$ cat config.mk
export PLATFORM = sky130hd
export DESIGN_NAME = fss_regs
export DESIGN_NICKNAME = d
export VERILOG_FILES = /design/src/rtl/fss_pkg.sv /design/src/rtl/fss_regs.sv
export SDC_FILE = /design/constraint.sdc
export NUM_CORES = 1
export LEC_CHECK = 0
export BUFFER_PORTS_ARGS = -buffer_cell sky130_fd_sc_hd__buf_2
export CAP_MARGIN = 20
export CORE_MARGIN = 2
export CORE_UTILIZATION = 26
export DETAILED_ROUTE_END_ITERATION = 7
export PLACE_DENSITY = 0.74
export SYNTH_ARGS = -nofsm -noshare
export SYNTH_HDL_FRONTEND = slang
export SYNTH_SLANG_ARGS = --single-unit
$ cat constraint.sdc
create_clock -name clk -period 0.9 [get_ports clk]
set_input_delay 0.18 -clock clk [delete_from_list [all_inputs] [get_ports clk]]
set_output_delay 0.18 -clock clk [all_outputs]
set_load 0.02 [all_outputs]
$ cat src/rtl/fss_pkg.sv
// Shared types and constants for the fractal segment substitution block.
// Depends on nothing; every other file of the block but fss_ifs imports it.
package fss_pkg;

	// Fraction bits of the Q16.16 coordinate format
	localparam int FRAC_BITS = 16;

	// APB port geometry: two 32-bit registers at byte addresses 0 and 4
	localparam int APB_AW = 3;
	localparam int APB_DW = 32;

	// Register index codes (paddr[2])
	localparam logic REG_SHAPE_POINTS = 1'b0;
	localparam logic REG_MIRROR_Y     = 1'b1;

	// Item opcodes
	localparam logic OP_LOAD  = 1'b0;
	localparam logic OP_CURVE = 1'b1;

	// Segment direction codes
	localparam logic [1:0] DIR_PX = 2'd0;
	localparam logic [1:0] DIR_PY = 2'd1;
	localparam logic [1:0] DIR_NX = 2'd2;
	localparam logic [1:0] DIR_NY = 2'd3;

	// Controller states
	typedef enum logic [2:0] {
		ST_IDLE,
		ST_DIFF,
		ST_ABS,
		ST_LEN,
		ST_ISSUE,
		ST_DRAIN
	} fss_state_t;

	// Commands from controller to datapath
	typedef struct packed {
		logic tbl_wr;    // write the replacement table slot
		logic set_prev;  // store the input point as previous point
		logic take;      // latch the input point as segment end
		logic seg_diff;  // form coordinate differences
		logic seg_abs;   // form absolute differences and direction
		logic seg_len;   // form saturated Manhattan length
		logic issue;     // push one replacement point into the pipeline
		logic last;      // the issued point is the last of this item
		logic commit;    // segment end becomes previous point
	} dp_cmd_t;

	// Status from datapath to controller
	typedef struct packed {
		logic adv;   // pipeline advances this cycle
		logic busy;  // a point is still in the arithmetic stages
	} dp_stat_t;

endpackage

$ cat src/rtl/fss_regs.sv
// APB configuration registers: shape point count and y mirror flag.
// Depends on fss_pkg for register codes and port geometry.
module fss_regs #(
	parameter int MAX_SHAPE_POINTS = 16
) (
	input  logic                        clk,
	input  logic                        arst_n,
	input  logic                        psel,
	input  logic                        penable,
	input  logic                        pwrite,
	input  logic [fss_pkg::APB_AW-1:0]  paddr,
	input  logic [fss_pkg::APB_DW-1:0]  pwdata,
	output logic [fss_pkg::APB_DW-1:0]  prdata,
	output logic                        pready,
	output logic [$clog2(MAX_SHAPE_POINTS+1)-1:0] shape_points,
	output logic                        mirror_y
);
	import fss_pkg::*;

	localparam int KW = $clog2(MAX_SHAPE_POINTS + 1);

	logic                  wr_en;
	logic                  reg_sel;
	logic [KW-1:0]         shape_points_q;
	logic                  mirror_y_q;

	assign pready  = 1'b1;
	assign wr_en   = psel & penable & pwrite & pready;
	assign reg_sel = paddr[2];

	// Write registers on the access cycle
	always_ff @(posedge clk or negedge arst_n) begin
		if (!arst_n) begin
			shape_points_q <= KW'(2);
			mirror_y_q     <= 1'b0;
		end else if (wr_en) begin
			case (reg_sel)
				REG_SHAPE_POINTS: shape_points_q <= pwdata[KW-1:0];
				REG_MIRROR_Y:     mirror_y_q     <= pwdata[0];
				default:          mirror_y_q     <= mirror_y_q;
			endcase
		end
	end

	// Read back the addressed register
	always_comb begin
		prdata = '0;
		case (reg_sel)
			REG_SHAPE_POINTS: prdata = APB_DW'(shape_points_q);
			REG_MIRROR_Y:     prdata = APB_DW'(mirror_y_q);
			default:          prdata = '0;
		endcase
	end

	assign shape_points = shape_points_q;
	assign mirror_y     = mirror_y_q;

endmodule

### Word level (Yosys, flattened, before mapping)

Cells that the tools add are included.

* memories kept: 0
* input port bits: 40
* RAM bits: 0
* output and inout bits: 39
* latch bits: 0
* logic and storage cells: 8
* register bits after elaboration: 6
* bits in read-only memories: 0

* div/mod/pow operators: 0
* mux-type cells: 1
* $add $sub $neg: 0
* $lt $le $gt $ge: 0
* reduce and logical (&&, ||, !) cells: 2
* multiply operators: 0
* eq/ne operators: 0
* bitwise gates (word level): 3
* shift operators: 0

Operators by type and width (count)
* one-hot mux 32 bit (2 select lines): 1
* AND reduction 2 bit: 2
* AND 1 bit: 2
* inverter 1 bit: 1

### Depth between registers and ports, before layout

* depth in word-level cells: 3
* mapped depth: 2
* mapped depth without buffers: 2

### Worst setup path before layout

No wires, ideal clock.

* path kind: register to output
* from: register shape_points_q[1], in the netlist shape_points[1]
* to: output prdata[1] in the netlist's numbering
* arrival: 784 ps
* data required time: 720 ps
* path slack: -64 ps
* stages on the path, launching flop included: 2
* cells stage by stage: dfstp_2 and2b_2

* longest elaborated chain between the ends: 1

RTL lines
* start, declared: line fss_regs.sv:24 `logic [KW-1:0] shape_points_q;`
* start signal, assigned: line fss_regs.sv:38 `REG_SHAPE_POINTS: shape_points_q <= pwdata[KW-1:0];`
* one-hot mux 32 bit (2 select lines): line fss_regs.sv:48 `case (reg_sel)`
* end, declared: line fss_regs.sv:13 `output logic [fss_pkg::APB_DW-1:0] prdata,`

Every way passes these cells. The select of a mux whose other input is x is not followed.

### Worst setup path after layout

* from: register shape_points_q[0], in the netlist shape_points[0]
* to: output prdata[0] in the netlist's numbering

Same word-level chain as after synthesis.

==> results_dict.tcl <==
set metrics [dict create \
    ys.flop_type "dfrtp_1" \
    yosysSeqAreaShare_pct 29.51 \
    crit_slowest_cell "dfrtp_2" \
    grt_usage_pct 7.955 \
    post-route-cell-area_um2 714.4 \
    path_cells "mux2_4 -> buf_6" \
    combPwrFrac_pct 52.8 \
    hp-class "primary input to flop" \
    tritoncts "yes" \
    dp.cells 96 \
    worstPathBufferInverterCount 1 \
    min_from "pwdata[3]" \
    seqPwrFrac_pct 28.1 \
    maxCapViolations 0 \
    synth_common_cells "buf_4, mux2_2, dfrtp_1" \
    p_per_area_nw_per_um2 1921 \
    p_sw_share_pct 35.57 \
    area_growth_pct 39.27 \
    overflow 0 \
    globalplace.congestion 0.6049 \
    regArea_um2 153.9 \
    core_area_um2 1902 \
    r2r-end "mirror_y" \
    synth_top_area_share_pct 40.98 \
    power_leakage_nw 0.3962 \
    clock_latency_ns 0.23 \
    whs_path_depth 2 \
    worstSetupPathType "flop to output port" \
    crit_family "flip-flops" \
    crit_fanout 2 \
    synth-seq-cells 6 \
    port_buffers 21 \
    final_net_count 119 \
    p_clk_share_pct 19.1 \
    endpoint_kind "output port" \
    wirelength_um 944 \
    synth.most_common_cell "buf_4" \
    ant_nets 0 \
    status "finished with violations" \
    initial_core_util_pct 26.97 \
    ys_types 8 \
    num_io_pins 79 \
    grt_max_degree 8 \
    grt_pass1_vias 318 \
    r2r-start "mirror_y" \
    nFillCells 198 \
    peakVddDrop_v 0.0008680 \
    synthTopCellsByArea "buf_4, dfrtp_1, mux2_2" \
    wl_per_cell_um 8.990 \
    dieHeight_um 48.42 \
    crit_cells 2 \
    vias 365 \
    die-area_um2 2345 \
    route.detailed.drc 0 \
    clockBufferDepth 2 \
    ctsRootBufferMaster "clkbuf_4" \
    startpoint_type "flop" \
    synth_edf_count 0 \
    path_clk_slew_ns 0.05 \
    timing.fmax_mhz 821.6 \
    yosysTopAreaCell "buf_4" \
    ff2ff_path_depth 2 \
    grt_pass1_wl_um 1400 \
    grt_setup_unrepaired "true" \
    placed_area_um2 553.0 \
    switchingPower_mw 0.4881 \
    arrival_ns 1.04 \
    diodes 0 \
    post-route-min-period_ns 1.217 \
    rows 16 \
    cp.required_ns 0.72 \
    numCtsBuffers 3 \
    slowest_delay_ns 0.40 \
    crit_path_end "prdata[0]" \
    drt_first_pass_iters 1 \
    setup_viol 11 \
    drv_slew 0 \
    crit_start "shape_points[0]" \
    layout-drive-gt1-share_pct 56.41 \
    async_reset_ff_share_pct 100.0 \
    viasPerCell 3.476 \
    hold_viol 0 \
    antenna_found_initial 0 \
    setup_slack_ns -0.3171 \
    netlist_area_um2 513.0 \
    yosys_warnings 0 \
    postSynthCellCount 49 \
    syn_avg_cell_area_um2 10.47 \
    cts_sinks 6 \
    post-route-period-util_pct 135.2 \
    rrSetupSlack_ns 0.02 \
    finClkSkew_ns 0 \
    hpwl_um 725.6 \
    final_cells 105 \
    die_w_um 48.42 \
    ctsHtreeMaxLevel 1 \
    violations "negative setup slack" \
    power.internal_mw 0.8842 \
    multi_input_area_um2 260.3 \
    dr.first_iter.drc_count 0 \
]
[per-layer routing]
layer	track usage (%)	part of all wire, %
met1	8.187	35
met2	14.12	51
met3	5.556	14
met4	0	0
met5	0	0
[what timing repair did]
| action | CTS | global route |
|---|---|---|
| hold buffers | 1 | 0 |
| resized for setup | 23 | 6 |
| endpoints found under the hold margin | 6 | 0 |
| endpoints found under the setup margin | 12 | 13 |
| setup buffers | 3 | 1 |
[cell usage in the layout (no fill, tap or decap), types with 2 or more instances in the layout]
cell,instances
conb_1,28
dfrtp_1,3
mux2_4,3
clkbuf_4,3
dfrtp_2,2
buf_2,10
mux2_2,4
buf_6,16
and2b_2,4
[power by group through the flow]
stage,Sequential (mW),Combinational (mW),Clock [mW]
after floorplan,0.457,0.343,0
after global placement,0.377,0.474,0
after detailed placement,0.383,0.481,0
after CTS,0.383,0.669,0.279
after global routing,0.395,0.766,0.293
final,0.386,0.725,0.262
[cells by family after synthesis]
logic type    count (synthesis)  share of synthesized area [%]
other cells                   2                          1.464
flops                         6                          29.51
buf+inv                      28                          40.98
mux                           7                          15.37
simple gates                  6                          12.68
[state kept, by name, indices dropped and copies added (netlist names)]
signal	flops
mirror_y	1
shape_points	5
[worst min-delay path by stage]
| stage | end | slack (ns) |
|---|---|---|
| 3_3_place_gp | shape_points[2] | 0.01 |
| 2_1_floorplan | mirror_y | -0.12 |
| 6_report | shape_points[3] | 0.16 |
| 4_1_cts | shape_points[3] | 0.15 |
| 3_5_place_dp | shape_points[2] | 0.009 |
| 5_1_grt | shape_points[2] | 0.16 |
[cell type report]
type | count | share of cell area, %
Multi-Input combinational cell | 41 | 36.43
Timing Repair Buffer | 27 | 33.63
Sequential cell | 6 | 21.54
Tap cell | 27 | 4.729
Clock buffer | 4 | 3.678
[metrics by stage]
stage / utilization, % / power (mW) / TNS (ns) / setup slack [ns] / hold slack [ns]
floorplan: - / 0.8003 / -0.09311 / -0.06439 / -0.1156
global placement: 29.08 / 0.8508 / -0.7865 / -0.1296 / 0.01452
detailed placement: 29.08 / 0.8635 / -0.9165 / -0.1463 / 0.009394
CTS: 36.05 / 1.331 / -2.324 / -0.3253 / 0.1530
global route: 37.57 / 1.453 / -2.699 / -0.3616 / 0.1599
finish: 37.57 / 1.372 / -2.272 / -0.3171 / 0.1631
No activity file was read; power rests on OpenSTA's default activity.
