File: src/rtl/fss_pkg.sv
// Shared types and constants for the fractal segment substitution block.
// Depends on nothing; every other file of the block but fss_ifs imports it.
package fss_pkg;

	// Fraction bits of the Q16.16 coordinate format
	localparam int FRAC_BITS = 16;

	// APB port geometry: two 32-bit registers at byte addresses 0 and 4
	localparam int APB_AW = 3;
	localparam int APB_DW = 32;

	// Register index codes (paddr[2])
	localparam logic REG_SHAPE_POINTS = 1'b0;
	localparam logic REG_MIRROR_Y     = 1'b1;

	// Item opcodes
	localparam logic OP_LOAD  = 1'b0;
	localparam logic OP_CURVE = 1'b1;

	// Segment direction codes
	localparam logic [1:0] DIR_PX = 2'd0;
	localparam logic [1:0] DIR_PY = 2'd1;
	localparam logic [1:0] DIR_NX = 2'd2;
	localparam logic [1:0] DIR_NY = 2'd3;

	// Controller states
	typedef enum logic [2:0] {
		ST_IDLE,
		ST_DIFF,
		ST_ABS,
		ST_LEN,
		ST_ISSUE,
		ST_DRAIN
	} fss_state_t;

	// Commands from controller to datapath
	typedef struct packed {
		logic tbl_wr;    // write the replacement table slot
		logic set_prev;  // store the input point as previous point
		logic take;      // latch the input point as segment end
		logic seg_diff;  // form coordinate differences
		logic seg_abs;   // form absolute differences and direction
		logic seg_len;   // form saturated Manhattan length
		logic issue;     // push one replacement point into the pipeline
		logic last;      // the issued point is the last of this item
		logic commit;    // segment end becomes previous point
	} dp_cmd_t;

	// Status from datapath to controller
	typedef struct packed {
		logic adv;   // pipeline advances this cycle
		logic busy;  // a point is still in the arithmetic stages
	} dp_stat_t;

endpackage

File: src/rtl/fss_ctrl.sv
// Controller: decodes input items, sequences segment setup and issues
// replacement points into the datapath. Depends on fss_pkg.
module fss_ctrl #(
	parameter int MAX_SHAPE_POINTS = 16
) (
	input  logic                  clk,
	input  logic                  arst_n,
	input  logic                  in_valid,
	output logic                  in_ready,
	input  logic                  opcode,
	input  logic                  curve_start,
	input  logic                  curve_end,
	input  logic [$clog2(MAX_SHAPE_POINTS+1)-1:0] shape_points,
	input  fss_pkg::dp_stat_t     stat,
	output fss_pkg::dp_cmd_t      cmd,
	output logic [$clog2(MAX_SHAPE_POINTS)-1:0] rd_idx
);
	import fss_pkg::*;

	localparam int KW    = $clog2(MAX_SHAPE_POINTS + 1);
	localparam int IDX_W = $clog2(MAX_SHAPE_POINTS);

	fss_state_t    state_q;
	fss_state_t    state_d;
	logic          have_prev_q;
	logic          end_q;
	logic [KW-1:0] k_q;
	logic [KW-1:0] last_k_q;

	logic          idle;
	logic          acc;
	logic          start_acc;
	logic          seg_acc;
	logic          k_last;
	logic [KW-1:0] n_pts;

	assign idle      = (state_q == ST_IDLE);
	assign acc       = in_valid & idle;
	assign start_acc = acc & (opcode == OP_CURVE) & (curve_start | ~have_prev_q);
	assign seg_acc   = acc & (opcode == OP_CURVE) & ~curve_start & have_prev_q;
	assign k_last    = (k_q == last_k_q);
	assign rd_idx    = k_q[IDX_W-1:0];

	// Clamp the shape size into the table range
	always_comb begin
		if (shape_points < KW'(2)) begin
			n_pts = KW'(2);
		end else if (shape_points > KW'(MAX_SHAPE_POINTS)) begin
			n_pts = KW'(MAX_SHAPE_POINTS);
		end else begin
			n_pts = shape_points;
		end
	end

	// Next state
	always_comb begin
		state_d = state_q;
		case (state_q)
			ST_IDLE:  if (seg_acc) state_d = ST_DIFF;
			ST_DIFF:  state_d = ST_ABS;
			ST_ABS:   state_d = ST_LEN;
			ST_LEN:   state_d = ST_ISSUE;
			ST_ISSUE: if (stat.adv && k_last) state_d = ST_DRAIN;
			ST_DRAIN: if (!stat.busy) state_d = ST_IDLE;
			default:  state_d = ST_IDLE;
		endcase
	end

	// Outputs: ready and datapath commands
	always_comb begin
		cmd      = '0;
		in_ready = 1'b0;
		case (state_q)
			ST_IDLE: begin
				in_ready     = 1'b1;
				cmd.tbl_wr   = acc & (opcode == OP_LOAD);
				cmd.set_prev = start_acc;
				cmd.take     = seg_acc;
			end
			ST_DIFF:  cmd.seg_diff = 1'b1;
			ST_ABS:   cmd.seg_abs  = 1'b1;
			ST_LEN:   cmd.seg_len  = 1'b1;
			ST_ISSUE: begin
				cmd.issue = 1'b1;
				cmd.last  = k_last;
			end
			ST_DRAIN: cmd.commit = ~stat.busy;
			default:  cmd = '0;
		endcase
	end

	// State register and curve tracking
	always_ff @(posedge clk or negedge arst_n) begin
		if (!arst_n) begin
			state_q     <= ST_IDLE;
			have_prev_q <= 1'b0;
			end_q       <= 1'b0;
			k_q         <= '0;
			last_k_q    <= '0;
		end else begin
			state_q <= state_d;
			if (start_acc) begin
				have_prev_q <= 1'b1;
			end else if (cmd.commit && end_q) begin
				have_prev_q <= 1'b0;
			end
			if (seg_acc) begin
				end_q    <= curve_end;
				k_q      <= '0;
				last_k_q <= curve_end ? (n_pts - KW'(1)) : (n_pts - KW'(2));
			end else if (cmd.issue && stat.adv) begin
				k_q <= k_q + KW'(1);
			end
		end
	end

endmodule

File: config.mk
export PLATFORM = sky130hd
export DESIGN_NAME = fss_ctrl
export DESIGN_NICKNAME = d
export VERILOG_FILES = /design/src/rtl/fss_pkg.sv /design/src/rtl/fss_ctrl.sv
export SDC_FILE = /design/constraint.sdc
export NUM_CORES = 1
export LEC_CHECK = 0
export ABC_AREA = 0
export BUFFER_PORTS_ARGS = -buffer_cell sky130_fd_sc_hd__buf_2
export CORE_ASPECT_RATIO = 0.8
export CORE_MARGIN = 1.5
export CORE_UTILIZATION = 45
export CTS_BUF_LIST = sky130_fd_sc_hd__clkbuf_16
export DETAILED_ROUTE_END_ITERATION = 16
export HOLD_SLACK_MARGIN = 0.08
export PLACE_DENSITY = 0.69
export SLEW_MARGIN = 5
export SYNTH_ARGS = -nofsm -noshare
export SYNTH_HDL_FRONTEND = slang
export SYNTH_SLANG_ARGS = --single-unit
File: constraint.sdc
create_clock -name clk -period 1.7 [get_ports clk]
set_clock_uncertainty 0.1 [all_clocks]
set_input_delay 0.17 -clock clk [delete_from_list [all_inputs] [get_ports clk]]
set_output_delay 0.17 -clock clk [all_outputs]
set_load 0.03 [all_outputs]
# Word-level counts from Yosys, hierarchy flattened
# Cells that the tools add are included.
# word_totals
register_bits	15
# op_classes
magnitude_cmp	2
eq_ne	9
bitwise	11
n_addsub	3
n_reduce_logical	7
mux	18
# ops
operator	n
5-bit two-way mux	5
3-bit one-hot mux with 6 select lines	1
3-bit two-way mux	4
1-bit two-way mux	7
1-bit bitwise AND	6
3-bit by 2-bit equality test with 1-bit output (second input constant)	2
3-bit equality test (second input constant)	2
5-bit by 1-bit adder with 5-bit output (second input constant)	1
5-bit equality test	1
5-bit greater-than comparator (second input constant)	1
5-bit by 2-bit < comparator with 1-bit output (second input constant)	1
5-bit by 1-bit subtractor with 5-bit output (second input constant)	1
5-bit by 2-bit subtractor with 5-bit output (second input constant)	1
2-bit inequality test (second input constant)	2
1-bit NOT	4
2-bit nonzero test	2
3-bit by 1-bit equality test with 1-bit output (second input constant)	1
1-bit logical AND	3
3-bit logical NOT	1
3-bit AND reduction	1
2-bit two-way mux	1
2-bit by 1-bit inequality test with 1-bit output (second input constant)	1
1-bit OR	1

# Logic depth before layout (Yosys ltp)
# logic_depth
depth_word	7
ltp_mapped	6
depth_no_buf	6

# Least setup slack after synthesis
# OpenSTA, ideal clock, no wires.
# synth_timing
path_type	register to output
start	register state_q[1]
end	output port cmd[1] (netlist bit)
n_path_buf	1
t_arrival_ps	1919
path_slack_ps	-489
path_stages_with_launch	4
cell_sequence	dfrtp_1 > buf_2 > nor3b_1 > and4_1
# synth_lines
element	line	source
start, declared	fss_ctrl.sv:23	fss_state_t state_q;
start signal, assigned	fss_ctrl.sv:101	state_q <= state_d;
end, declared	fss_ctrl.sv:15	output fss_pkg::dp_cmd_t cmd,

==> qor.csv <==
stage,metric,value,unit
layout,area.growth.synth_to_final,36.0,%
die,coreArea,1960,sq um
sta,rsz0062_at_grt,true,
layout,final_util,0.673,
sta,worst_slack,-10.5,ps
route,dr_total_vias,866,
power_and_ir_drop,vdd.ir_drop.worst,1.07,mV
cts,insertion_delay,250,ps
cts,cts_tree,done,
yosys,synthArstFlopShare,1.00,
critical_path,cp_data_arrival_time,1440,ps
sta,fin_setup_tns,-11.3,ps
critical_path,startpoint_type,flop,
critical_path,worst_setup_path_end_kind,output pin,
global_route,antenna_found_initial,0,
layout,fin_area,1320,sq um
power_and_ir_drop,power_density,1710,nW/um^2
yosys,yosys_warnings,0,
layout,drive_gt1_frac,0.379,
route,drcViolationCount,0,
critical_path,r2r_end,last_k_q[2],
placed_design,dp_hpwl,1680,um
global_route,track_usage,0.209,
yosys,ys_seq_elements,15,
layout,final_nets,157,
global_route,grt_pass1_vias,831,
global_route,grt_first_pass_wirelength,3640,um
status,status,"complete, but fails checks",
yosys,synth-seq-area-share,0.387,
route,drt_first_pass_iters,4,
worst_hold_path,hold_depth,4,
placed_design,preCtsSetupSlack,54.3,ps
yosys,synth_edf_count,0,
placed_design,post_dp_cell_area,1140,sq um
sta,drv_slew,0,
yosys,synth_ff_type,dfrtp_1,
global_route,grt-ovfl-total,0,
die,rows,14,
critical_path,required,1430,ps
route,wl,2270,um
worst_hold_path,worstHoldStart,stat[1],
placed_design,globalplace.congestion,0.793,
die,die-area,2450,sq um
yosys,synth_top_area_share,0.387,
layout,n_fill_cell,163,
global_route,grt_max_degree,16,
yosys,synthTopCellsByArea,"dfrtp_1 (39%), nand2_1 (5.8%), xor2_1 (5.4%)",
cts,cts_max_level,1,
route,wl_per_cell,13.8,um
yosys,syn_avg_cell_area,9.07,sq um
die,dieHeight,44.5,um
critical_path,crit_type,reg2out,
cts,cts_root_buffer,clkbuf_16,
worst_hold_path,min_path_type,in2reg,
cts,clock_sinks,15,
route,ant_nets,0,
cts,cts.path.max_buffers,2,
sta,maxSlewHeadroom,0.667,
sta,finalCritPeriodShare,1.01,
yosys,synth_fp_nets,123,
power_and_ir_drop,p_total,2.25,mW
yosys,ys_types,32,
critical_path,reg2reg_depth,5,
sta,period_needed,1710,ps
critical_path,timing.rr.start,state_q[0],
placed_design,io_buffers,26,
layout,diodes,0,
sta,setup_viol,2,
yosys,synth.cell_area,971,sq um
route,drtIter0Drc,25,
yosys,ys_top_cells_by_count,"dfrtp_1 (15), nand2_1 (15), nor2_1 (11)",
power_and_ir_drop,total_leakage_power,0.645,nW
run,maxCapViolCount,0,
critical_path,crit_path_start,state_q[0],
sta,hold_viol,0,
yosys,netlist_instances,107,
sta,fmax,585,MHz
critical_path,path_max_fanout,3,
cts,cts_buffers,3,
worst_hold_path,min_to,k_q[1],
status,violations,setup timing,
die,start_util,0.495,
cts,clkTransAtPathRegs,50,ps
die,dieWidth,54.9,um
yosys,synth_top_cell_by_area,dfrtp_1,
route,vias_per_cell,5.28,
die,io_pins,27,
critical_path,r2r_slack,150,ps
sta,worst_pin_slew,493,ps
==> placed cells by master (no fill, tap or decap), drive strengths merged, types with 3 or more instances in the layout <==
| cell type | netlist | layout |
|---|---|---|
| ha | 3 | 3 |
| xor2 | 6 | 6 |
| clkbuf | 1 | 3 |
| nand3 | 3 | 3 |
| nor3 | 4 | 4 |
| buf | 8 | 37 |
| nor2b | 3 | 3 |
| nor2 | 11 | 11 |
| dfrtp | 15 | 15 |
| nand2 | 15 | 15 |
| a21oi | 3 | 3 |
| o21ai | 9 | 9 |
| xnor2 | 5 | 5 |
==> cell type report <==
class | count | area (sq um) | share of cell area
multi-input cells | 81 | 569 | 0.431
flip-flops and latches | 15 | 379 | 0.287
clock buffers | 3 | 75.1 | 0.0569
repair buffers | 38 | 254 | 0.192
inverters | 2 | 7.51 | 0.00569
well taps | 24 | 30.0 | 0.0227
clock inverters | 1 | 5.00 | 0.00379
==> timing repair <==
action / 4_1_cts / 5_1_grt
hold buffers: 1 / 0
hold endpoints to repair: 15 / 0
setup buffers: 2 / 2
gates cloned: 0 / 0
resized for setup: 13 / 7
pin swaps: 1 / 4
setup endpoints to repair: 5 / 5
==> worst max-delay path: stages, from the launching register on <==
cell     delay, ps
dfrtp_2        430
nor4b_4        280
buf_4          180
nand2_4         50
nor2_4         110
buf_6          130
==> sequential cells by signal (all words and copies together) (netlist names) <==
name         count
end_q            1
have_prev_q      1
k_q              5
last_k_q         5
state_q          3
==> per-layer routing <==
layer / routed length, um / up-vias / track usage
li1: - / 434 / -
met1: 1010 / 401 / 0.262
met2: 1100 / 31 / 0.340
met3: 161 / 0 / 0.0845
met4: 0 / 0 / 0.0390
met5: 0 / - / 0
==> through the flow <==
stage	hold WS, ps	cells
after detailed placement	-6.71	155
after floorplan	-226	107
after CTS	112	162
after global placement	-11.5	155
after global routing	160	164
final	114	164
==> logic make-up (layout without fill, tap and decap cells) <==
| kind of cell | after synthesis | count (layout) | synth area share |
|---|---|---|---|
| simple gates | 49 | 49 | 0.286 |
| compound gates | 17 | 17 | 0.102 |
| flops | 15 | 15 | 0.387 |
| xor+xnor | 11 | 11 | 0.0992 |
| buf+inv | 11 | 44 | 0.0760 |
| fa+ha+maj | 3 | 3 | 0.0387 |
| mux | 1 | 1 | 0.0116 |
==> report_power, final <==
group / leakage, nW / switching (mW) / internal, mW
registers: 0.185 / 0.143 / 0.511
clock network: 0.0409 / 0.150 / 0.314
logic: 0.419 / 0.638 / 0.495
total: 0.645 / 0.931 / 1.32
==> worst max path at each step <==
stage                  end  slack, ps  depth (start not counted)
5_1_grt             cmd[7]        -80                          5
3_5_place_dp   last_k_q[4]         50                          6
6_report            cmd[7]        -10                          5
4_1_cts             cmd[7]          6                          5
3_3_place_gp   last_k_q[4]        100                          6
2_1_floorplan       cmd[1]         10                          3
No activity file was read; power rests on OpenSTA's default activity.
